$ cat src/sv/lsc_pkg.sv
// ----------------------------------------------------------------------------
// lsc_pkg: shared types and constants for the layer stack compositor
// Operation codes, field widths and slot record layout.
// ----------------------------------------------------------------------------
package lsc_pkg;

  localparam int unsigned NumLayers = 16;
  localparam int unsigned IdW       = $clog2(NumLayers);
  localparam int unsigned CntW      = $clog2(NumLayers + 1);

  typedef enum logic [2:0] {
    FUNC_ALLOC   = 3'd0,
    FUNC_SET_BUF = 3'd1,
    FUNC_SET_LVL = 3'd2,
    FUNC_SLIDE   = 3'd3,
    FUNC_FREE    = 3'd4,
    FUNC_RESOLVE = 3'd5
  } func_t;

  localparam logic [0:0] CFG_SCREEN_W = 1'b0;
  localparam logic [0:0] CFG_SCREEN_H = 1'b1;

  // geometry record of one slot, kept in RAM
  typedef struct packed {
    logic [11:0] pos_x;
    logic [11:0] pos_y;
    logic [11:0] size_w;
    logic [11:0] size_h;
    logic [31:0] base;
  } slot_rec_t;

  localparam int unsigned RecW = $bits(slot_rec_t);

endpackage

$ cat src/sv/layer_stack_compositor_unit.sv
// ----------------------------------------------------------------------------
// layer_stack_compositor_unit: window layer table with z-ordered stack
// Layer table ops and top-down pixel resolve over a RAM-held slot table.
// ----------------------------------------------------------------------------
// Usage:
//   in_* carries one request (func, layer_id, position, size, base, level).
//   Requests are taken one at a time. Each yields exactly one result on out_*.
//   cfg_* writes screen width (index 0) or height (index 1) while idle.
// Steps (request accepted to result valid):
//   alloc, set buffer, slide, unknown func, hide/free of hidden layer: decode only.
//   set level / free of shown layer: each stack entry above it is moved down;
//   when the layer goes back in, each entry at or above the target moves up.
//   set level of hidden layer: each entry at or above the target moves up.
//   resolve: computes the destination address, then scans shown levels from
//   the top via the single read port of the slot record RAM and the stack RAM.
// Reset clears used flags, levels and stack count; slot records read as zero
// until first written. Screen size resets to 320 x 200.
// The result sits in an output register; while out_stall is high it holds,
// the next request is still taken and worked on, and its result waits for the
// register to free up.
// ----------------------------------------------------------------------------
module layer_stack_compositor_unit (
  input  logic        clk,
  input  logic        rst_n,
  input  logic        in_valid,
  output logic        in_stall,
  input  logic [2:0]  in_func,
  input  logic [3:0]  in_layer_id,
  input  logic signed [11:0] in_pos_x,
  input  logic signed [11:0] in_pos_y,
  input  logic [11:0] in_size_w,
  input  logic [11:0] in_size_h,
  input  logic [31:0] in_base_addr,
  input  logic signed [5:0]  in_level,
  output logic        out_valid,
  input  logic        out_stall,
  output logic        out_status,
  output logic [3:0]  out_out_layer,
  output logic        out_hit,
  output logic [31:0] out_src_addr,
  output logic [23:0] out_dest_addr,
  output logic [4:0]  out_shown_count,
  input  logic        cfg_valid,
  output logic        cfg_ready,
  input  logic        cfg_index,
  input  logic [11:0] cfg_data
);

  localparam int unsigned IdW  = lsc_pkg::IdW;
  localparam int unsigned CntW = lsc_pkg::CntW;

  typedef enum logic [3:0] {
    S_IDLE, S_DEC, S_RM_RD, S_RM_WR, S_INS_RD, S_INS_WR, S_INS_PUT,
    S_RS_STK, S_RS_REC, S_RS_CHK, S_RS_MUL, S_DONE
  } state_t;

  state_t state_r;

  logic [11:0] scr_w_r, scr_h_r;

  // per-slot control state in flops (16 entries)
  logic [lsc_pkg::NumLayers-1:0] used_r;
  logic [lsc_pkg::NumLayers-1:0] rec_ok_r;   // record written since reset
  logic [lsc_pkg::NumLayers-1:0] shown_r;
  logic [CntW-1:0]               lvl_r [lsc_pkg::NumLayers];
  logic [CntW-1:0]               total_r;

  // latched request
  logic [2:0]  func_r;
  logic [IdW-1:0] id_r;
  logic signed [11:0] px_r, py_r;
  logic [11:0] sw_r, sh_r;
  logic [31:0] base_r;
  logic signed [5:0] req_r;

  logic [CntW-1:0] idx_r, tgt_r;
  logic            ins_r;   // insert pending after removal
  logic            onscr_r;

  // result
  logic        status_r, hit_r;
  logic [3:0]  layer_r;
  logic [31:0] src_r;
  logic [23:0] dest_r;

  // RAMs
  logic               stk_we, rec_we;
  logic [IdW-1:0]     stk_waddr, stk_raddr, stk_wdata, stk_rdata;
  logic [IdW-1:0]     rec_waddr, rec_raddr;
  lsc_pkg::slot_rec_t rec_wdata, rec_rdata_raw, rec_rdata;
  logic [IdW-1:0]     rec_sel_r;

  lsc_ram #(.Width(IdW), .Depth(lsc_pkg::NumLayers)) u_stack (
    .clk, .we(stk_we), .waddr(stk_waddr), .wdata(stk_wdata),
    .raddr(stk_raddr), .rdata(stk_rdata));

  lsc_ram #(.Width(lsc_pkg::RecW), .Depth(lsc_pkg::NumLayers)) u_rec (
    .clk, .we(rec_we), .waddr(rec_waddr), .wdata(rec_wdata),
    .raddr(rec_raddr), .rdata(rec_rdata_raw));

  assign rec_rdata = rec_ok_r[rec_sel_r] ? rec_rdata_raw : '0;

  logic [IdW-1:0] stk_hold_r;
  logic signed [12:0] cx, cy;

  // pixel offset inside the layer being checked
  assign cx = 13'(px_r) - 13'(signed'(rec_rdata.pos_x));
  assign cy = 13'(py_r) - 13'(signed'(rec_rdata.pos_y));

  assign in_stall  = (state_r != S_IDLE);
  assign cfg_ready = (state_r == S_IDLE) && !out_valid;

  // record merge for set buffer / slide
  always_comb begin
    rec_wdata = rec_rdata;
    if (func_r == lsc_pkg::FUNC_SET_BUF) begin
      rec_wdata.size_w = sw_r;
      rec_wdata.size_h = sh_r;
      rec_wdata.base   = base_r;
    end else begin
      rec_wdata.pos_x = px_r;
      rec_wdata.pos_y = py_r;
    end
  end

  logic [IdW-1:0] free_id;
  logic           free_any;
  always_comb begin
    free_id  = '0;
    free_any = 1'b0;
    for (int i = lsc_pkg::NumLayers - 1; i >= 0; i--) begin
      if (!used_r[i]) begin
        free_id  = IdW'(i);
        free_any = 1'b1;
      end
    end
  end

  // clamp of requested level
  logic [CntW-1:0] top_lim, req_cl;
  logic            req_neg;
  always_comb begin
    top_lim = shown_r[id_r] ? total_r - CntW'(1) : total_r;
    req_neg = req_r[5];
    if (!req_neg && ($unsigned(req_r) > 6'(top_lim))) req_cl = top_lim;
    else req_cl = CntW'($unsigned(req_r[4:0]));
  end

  logic valid_op;
  assign valid_op = used_r[id_r];

  always_comb begin
    stk_we    = 1'b0;
    stk_waddr = idx_r[IdW-1:0];
    stk_wdata = stk_rdata;
    stk_raddr = idx_r[IdW-1:0];
    rec_we    = 1'b0;
    rec_waddr = id_r;
    rec_raddr = id_r;
    unique case (state_r)
      S_IDLE:    rec_raddr = in_layer_id;
      S_RM_RD:   stk_raddr = IdW'(idx_r + CntW'(1));
      S_RM_WR:   stk_we = 1'b1;
      S_INS_RD:  stk_raddr = IdW'(idx_r - CntW'(1));
      S_INS_WR:  stk_we = 1'b1;
      S_INS_PUT: begin
        stk_we    = 1'b1;
        stk_waddr = tgt_r[IdW-1:0];
        stk_wdata = id_r;
      end
      S_RS_STK:  stk_raddr = IdW'(idx_r - CntW'(1));
      S_RS_REC:  rec_raddr = stk_rdata;
      S_DEC: rec_we = valid_op && (func_r == lsc_pkg::FUNC_SET_BUF ||
                                   func_r == lsc_pkg::FUNC_SLIDE);
      default: ;
    endcase
  end

  always_ff @(posedge clk) begin
    if (!rst_n) begin
      state_r   <= S_IDLE;
      scr_w_r   <= 12'd320;
      scr_h_r   <= 12'd200;
      used_r    <= '0;
      rec_ok_r  <= '0;
      shown_r   <= '0;
      total_r   <= '0;
      out_valid <= 1'b0;
      for (int i = 0; i < lsc_pkg::NumLayers; i++) lvl_r[i] <= '0;
    end else begin
      if (cfg_valid && cfg_ready) begin
        if (cfg_index == lsc_pkg::CFG_SCREEN_W) scr_w_r <= cfg_data;
        else scr_h_r <= cfg_data;
      end
      if (out_valid && !out_stall && state_r != S_DONE) out_valid <= 1'b0;
      unique case (state_r)
        S_IDLE: begin
          if (in_valid) begin
            func_r <= in_func; id_r <= in_layer_id;
            px_r <= in_pos_x; py_r <= in_pos_y;
            sw_r <= in_size_w; sh_r <= in_size_h;
            base_r <= in_base_addr; req_r <= in_level;
            rec_sel_r <= in_layer_id;
            status_r <= 1'b0; hit_r <= 1'b0; layer_r <= '0;
            src_r <= '0; dest_r <= '0;
            state_r <= S_DEC;
          end
        end
        S_DEC: begin
          case (func_r) inside
            lsc_pkg::FUNC_ALLOC: begin
              status_r <= !free_any;
              if (free_any) begin
                used_r[free_id] <= 1'b1;
                layer_r <= free_id;
              end
              state_r <= S_DONE;
            end
            lsc_pkg::FUNC_SET_BUF, lsc_pkg::FUNC_SLIDE: begin
              if (valid_op) rec_ok_r[id_r] <= 1'b1;
              state_r <= S_DONE;
            end
            lsc_pkg::FUNC_SET_LVL, lsc_pkg::FUNC_FREE: begin
              if (valid_op) begin
                if (func_r == lsc_pkg::FUNC_FREE) begin
                  used_r[id_r] <= 1'b0;
                  tgt_r <= '0;
                  ins_r <= 1'b0;
                end else begin
                  tgt_r <= req_cl;
                  ins_r <= !req_neg;
                end
                if (shown_r[id_r]) begin
                  idx_r   <= lvl_r[id_r];
                  state_r <= S_RM_RD;
                end else if (func_r == lsc_pkg::FUNC_SET_LVL && !req_neg) begin
                  idx_r   <= total_r;
                  state_r <= S_INS_RD;
                end else state_r <= S_DONE;
              end else state_r <= S_DONE;
            end
            lsc_pkg::FUNC_RESOLVE: begin
              onscr_r <= !px_r[11] && !py_r[11] && (12'(px_r) < scr_w_r) &&
                         (12'(py_r) < scr_h_r);
              idx_r   <= total_r;
              state_r <= S_RS_MUL;
            end
            default: state_r <= S_DONE;
          endcase
        end
        // remove: shift entries above down by one
        S_RM_RD: begin
          if (idx_r + CntW'(1) >= total_r) begin
            shown_r[id_r] <= 1'b0;
            total_r <= total_r - CntW'(1);
            if (ins_r) begin
              idx_r   <= total_r - CntW'(1);
              state_r <= S_INS_RD;
            end else state_r <= S_DONE;
          end else state_r <= S_RM_WR;
        end
        S_RM_WR: begin
          lvl_r[stk_rdata] <= idx_r;
          idx_r   <= idx_r + CntW'(1);
          state_r <= S_RM_RD;
        end
        // insert: shift entries at or above target up by one
        S_INS_RD: begin
          if (idx_r <= tgt_r) state_r <= S_INS_PUT;
          else state_r <= S_INS_WR;
        end
        S_INS_WR: begin
          lvl_r[stk_rdata] <= idx_r;
          idx_r   <= idx_r - CntW'(1);
          state_r <= S_INS_RD;
        end
        S_INS_PUT: begin
          shown_r[id_r] <= 1'b1;
          lvl_r[id_r]   <= tgt_r;
          total_r <= total_r + CntW'(1);
          state_r <= S_DONE;
        end
        S_RS_MUL: begin
          dest_r  <= onscr_r ? 24'(32'(py_r[10:0]) * 32'(scr_w_r) + 32'(px_r[10:0]))
                             : '0;
          state_r <= (onscr_r && idx_r != '0) ? S_RS_STK : S_DONE;
        end
        S_RS_STK: state_r <= S_RS_REC;
        S_RS_REC: begin
          rec_sel_r  <= stk_rdata;
          stk_hold_r <= stk_rdata;
          state_r    <= S_RS_CHK;
        end
        S_RS_CHK: begin
          if (!cx[12] && !cy[12] && (cx[11:0] < rec_rdata.size_w) &&
              (cy[11:0] < rec_rdata.size_h)) begin
            hit_r   <= 1'b1;
            layer_r <= stk_hold_r;
            src_r   <= rec_rdata.base + 32'(cy[11:0]) * 32'(rec_rdata.size_w) +
                       32'(cx[11:0]);
            state_r <= S_DONE;
          end else begin
            idx_r   <= idx_r - CntW'(1);
            state_r <= (idx_r == CntW'(1)) ? S_DONE : S_RS_STK;
          end
        end
        S_DONE: begin
          if (!out_valid || !out_stall) begin
            out_valid       <= 1'b1;
            out_status      <= status_r;
            out_out_layer   <= layer_r;
            out_hit         <= hit_r;
            out_src_addr    <= src_r;
            out_dest_addr   <= dest_r;
            out_shown_count <= total_r;
            state_r         <= S_IDLE;
          end
        end
        default: state_r <= S_IDLE;
      endcase
    end
  end

  a_count_range: assert property (@(posedge clk) disable iff (!rst_n)
    total_r <= CntW'(lsc_pkg::NumLayers)) else $error("stack count overflow");
  a_shown_used: assert property (@(posedge clk) disable iff (!rst_n)
    state_r == S_IDLE |-> (shown_r & ~used_r) == '0)
    else $error("shown slot not in use");
  a_count_match: assert property (@(posedge clk) disable iff (!rst_n)
    state_r == S_IDLE |-> $countones(shown_r) == 32'(total_r))
    else $error("stack count mismatch");

endmodule

$ cat src/sv/lsc_ram.sv
// ----------------------------------------------------------------------------
// lsc_ram: generic single-port-write, single-port-read RAM
// Registered read; rdata follows raddr in the next cycle.
// ----------------------------------------------------------------------------
module lsc_ram #(
  parameter int unsigned Width = 8,
  parameter int unsigned Depth = 16
) (
  input  logic                     clk,
  input  logic                     we,
  input  logic [$clog2(Depth)-1:0] waddr,
  input  logic [Width-1:0]         wdata,
  input  logic [$clog2(Depth)-1:0] raddr,
  output logic [Width-1:0]         rdata
);

  logic [Width-1:0] mem [Depth];

  always_ff @(posedge clk) begin
    if (we) mem[waddr] <= wdata;
    rdata <= mem[raddr];
  end

endmodule

$ cat config.mk
export PLATFORM = sky130hd
export DESIGN_NAME = layer_stack_compositor_unit
export DESIGN_NICKNAME = d
export VERILOG_FILES = /design/src/sv/lsc_pkg.sv /design/src/sv/layer_stack_compositor_unit.sv /design/src/sv/lsc_ram.sv
export SDC_FILE = /design/constraint.sdc
export NUM_CORES = 2
export LEC_CHECK = 0
export ABC_CLOCK_PERIOD_IN_PS = 26100
export BUFFER_PORTS_ARGS = -buffer_cell sky130_fd_sc_hd__clkbuf_2
export CORE_MARGIN = 1.5
export CORE_UTILIZATION = 53
export DETAILED_ROUTE_END_ITERATION = 6
export PLACE_DENSITY_LB_ADDON = 0.05
export SLEW_MARGIN = 15
export SYNTH_ARGS = -nofsm -noshare
export SYNTH_HDL_FRONTEND = slang
export SYNTH_SLANG_ARGS = --single-unit
$ cat constraint.sdc
create_clock -name clk -period 26.1 [get_ports clk]
set_clock_uncertainty 0.15 [all_clocks]
set_input_delay 5.22 -clock clk [delete_from_list [all_inputs] [get_ports clk]]
set_output_delay 5.22 -clock clk [all_outputs]
set_load 0.02 [all_outputs]
==> flow_summary.toml <==
[status]
status = "complete, no violations"

[global_route]
overflow = 0
antenna_found_initial = 3
grt_max_degree = 89
grt_usage_pct = 26.0
grt_pass1_vias = 46500
grt_pass1_wl_um = 303000

[critical_path]
r2r_end = "src_r[26]"
crit_start = "rec_sel_r[0]"
path_common_cell = "fa_1"
worst_path_largest_cell_delay_ps = 880
r2r_cells = 33
worstSetupPathDepth = 33
r2r_setup_slack_ps = 15710
crit_path_top_delay_cell = "mux4_4"
crit_buf_inv = 4
cp_max_fo = 23
critical_path_required_ps = 26480
timing.rr.start = "rec_sel_r[0]"
cp-end-kind = "register"
crit_family = "adder cells"
arrival_ps = 10770
critPathKind = "reg -> reg"
crit_path_start_kind = "register"
crit_end = "src_r[26]"

[routing]
antenna_left = 0
drtIter0Drc = 4069
vias = 45600
totalWireLength_um = 204000
viasPerCell = 5.88
dr.pass1.iters = 5
drcViolationCount = 0
wl_per_cell_um = 26.3

[clocking]
cts_sinks = 1836
cts_tree = "built"
clkTransAtPathRegs_ps = 60
cts_setup_buffers = 0
hold_buffers = 0
clock_latency_ps = 820
cts_resized = 0
clk_path_buf_depth = 3
htreeDepth = 4
cts-buffers-inserted = 187
cts_root_buf = "clkbuf_16"

[place]
post_dp_cell_area_um2 = 87100
place.detailed.hpwl_um = 125000
place_inst = 7401
place_congestion = 0.880
dpl_worst_slack_ps = 15650
port_buffers = 180

[timing]
setup_ws_ps = 15710
hold_viol = 0
slew_viol_final = 0
fin_crit_ps = 10390
tns_ps = 0
rsz0062_at_grt = "false"
setup_viol = 0
fmax_mhz = 96.3
tightest_slew_ps = 1150
finalCritPeriodShare_pct = 39.8
maxSlewHeadroom_pct = 21.5
hold_slack_ps = 264

[min_path]
hp-class = "reg -> reg"

[cells_and_area]
syn_to_final_growth_pct = 12.3
drive_gt1_share_pct = 18.5
final_net_count = 6122
fillers = 11900
stdcell_count = 7754
utilization_pct = 59.8
diodes = 0
finalInstanceArea_um2 = 93300

[floorplan]
core_area_um2 = 156000
fp.dieW_um = 399
die_h_um = 399
start_util_pct = 53.3
core.rowCount = 145
io_pins = 181
die_area_um2 = 159000

[logic_synthesis]
synth_seq_cells = 1836
synth_ff_type = "edfxtp_1"
synthAdderAreaFrac_pct = 9.34
synthMuxAreaShare_pct = 11.8
synthArstFlopShare_pct = 0
syn_area_per_cell_um2 = 15.8
synth_compound_area_share_pct = 4.71
netlist_area_um2 = 83100
synth-edff-count = 1666
synth_nets = 5838
ys_seq_area_share_pct = 64.3
synthDistinctLibCells = 76
ys_warn_count = 0
yosys.area_share.xor_xnor_pct = 0.727
synthSimpleGateAreaFrac_pct = 6.45
synth_top_family_by_area = "multiplexers"
syn_inst = 5248

[power_and_ir_drop]
p_leak_nw = 33.7
ir_drop_mv = 0.0974
finalPower_mw = 9.07
pwr_density_cell_nw_per_um2 = 97.2

[run]
drv_cap = 0
==> cells in the mapped netlist, types with 18 or more instances <==
library cell / count / area, um^2
xnor2_1: 39 / 342
nand2_1: 466 / 1750
edfxtp_1: 1666 / 50000
nor2_1: 291 / 1090
clkbuf_1: 171 / 642
ha_1: 244 / 3050
nor3_1: 47 / 235
nand3_1: 46 / 230
buf_1: 18 / 67.6
o21ai_0: 155 / 776
mux2_2: 19 / 214
and3_1: 24 / 150
a21oi_1: 156 / 781
buf_2: 53 / 265
nor2b_1: 113 / 707
xor2_1: 30 / 263
a21boi_0: 29 / 218
dfxtp_1: 170 / 3400
inv_1: 329 / 1230
a211oi_1: 88 / 661
fa_1: 235 / 4700
mux4_2: 373 / 8400
mux2i_1: 111 / 1110
o21a_1: 35 / 263
and2_1: 86 / 538
nand2b_1: 24 / 150
a32o_1: 18 / 180
a21o_1: 44 / 330
==> per-layer routing <==
metal | vias to the layer above | track usage, % | share of wire [%]
met3 | 238 | 3.56 | 5.8
met4 | 2 | 5.99 | 1.9
li1 | 20300 | - | -
met5 | - | 0 | 0.0064
met2 | 1403 | 43.1 | 49
met1 | 23700 | 37.0 | 43
==> sequential cells by signal, indices dropped and copies added, names as in the netlist, 32 cells and up, named ones only <==
signal,count
base_r,32
lvl_r,80
out_src_addr,32
src_r,32
u_rec.mem,1280
u_rec.rdata,80
u_stack.mem,64
==> logic make-up after synthesis <==
group	after synthesis
XOR/XNOR	69
multiplexers	506
adder cells (fa/ha/maj)	479
buffers and inverters	575
AND/OR/NAND/NOR	1168
flip-flops	1836
AO/OA/AOI/OAI	615
==> area by class of cell <==
| cell class | instances | area, um^2 | area share [%] |
|---|---|---|---|
| sequential | 1836 | 53400 | 57.3 |
| multi-input combinational | 2837 | 27600 | 29.6 |
| clock buffer | 266 | 5190 | 5.56 |
| tap | 2058 | 2570 | 2.76 |
| timing repair buffer | 339 | 2160 | 2.32 |
| inverter | 331 | 1250 | 1.34 |
| clock inverter | 87 | 1030 | 1.11 |
==> how the worst min path moves through the flow <==
stage	startpoint	to	slack, ps	depth (start not counted)
2_1_floorplan	dest_r[0]	out_dest_addr[0]	250	0
3_3_place_gp	dest_r[20]	out_dest_addr[20]	250	0
3_5_place_dp	dest_r[14]	out_dest_addr[14]	250	0
4_1_cts	dest_r[18]	out_dest_addr[18]	270	0
5_1_grt	layer_r[2]	out_out_layer[2]	270	0
6_report	dest_r[6]	out_dest_addr[6]	260	0
==> where the power goes <==
group	internal, mW	switching [mW]
Sequential	3.42	0.117
Clock	1.55	1.14
Combinational	1.28	1.56
==> cells in the final DEF, fill, tap and decap left out, types with 11 or more instances in the layout <==
master,n
nand2_1,466
ha_1,244
edfxtp_1,1666
xnor2_1,39
a211oi_1,88
or2_2,11
xor2_1,30
nand4_1,14
a21o_1,44
clkbuf_16,190
a21boi_0,29
a32o_1,18
nor2b_1,113
nor3_1,44
o211ai_1,13
clkbuf_2,179
nand2b_1,24
and2_1,86
o21ai_0,155
inv_1,328
mux2i_1,106
o21a_1,34
and3_1,24
nand3_1,46
bufinv_16,16
nor3b_1,14
clkinv_2,22
a21oi_1,156
clkinv_1,27
buf_4,155
a31oi_1,13
mux2_2,19
nor2_1,276
mux4_2,372
nor2_4,15
fa_1,235
clkbuf_8,15
dfxtp_1,170
clkbuf_1,61
Power figures use the tool's default switching activity.
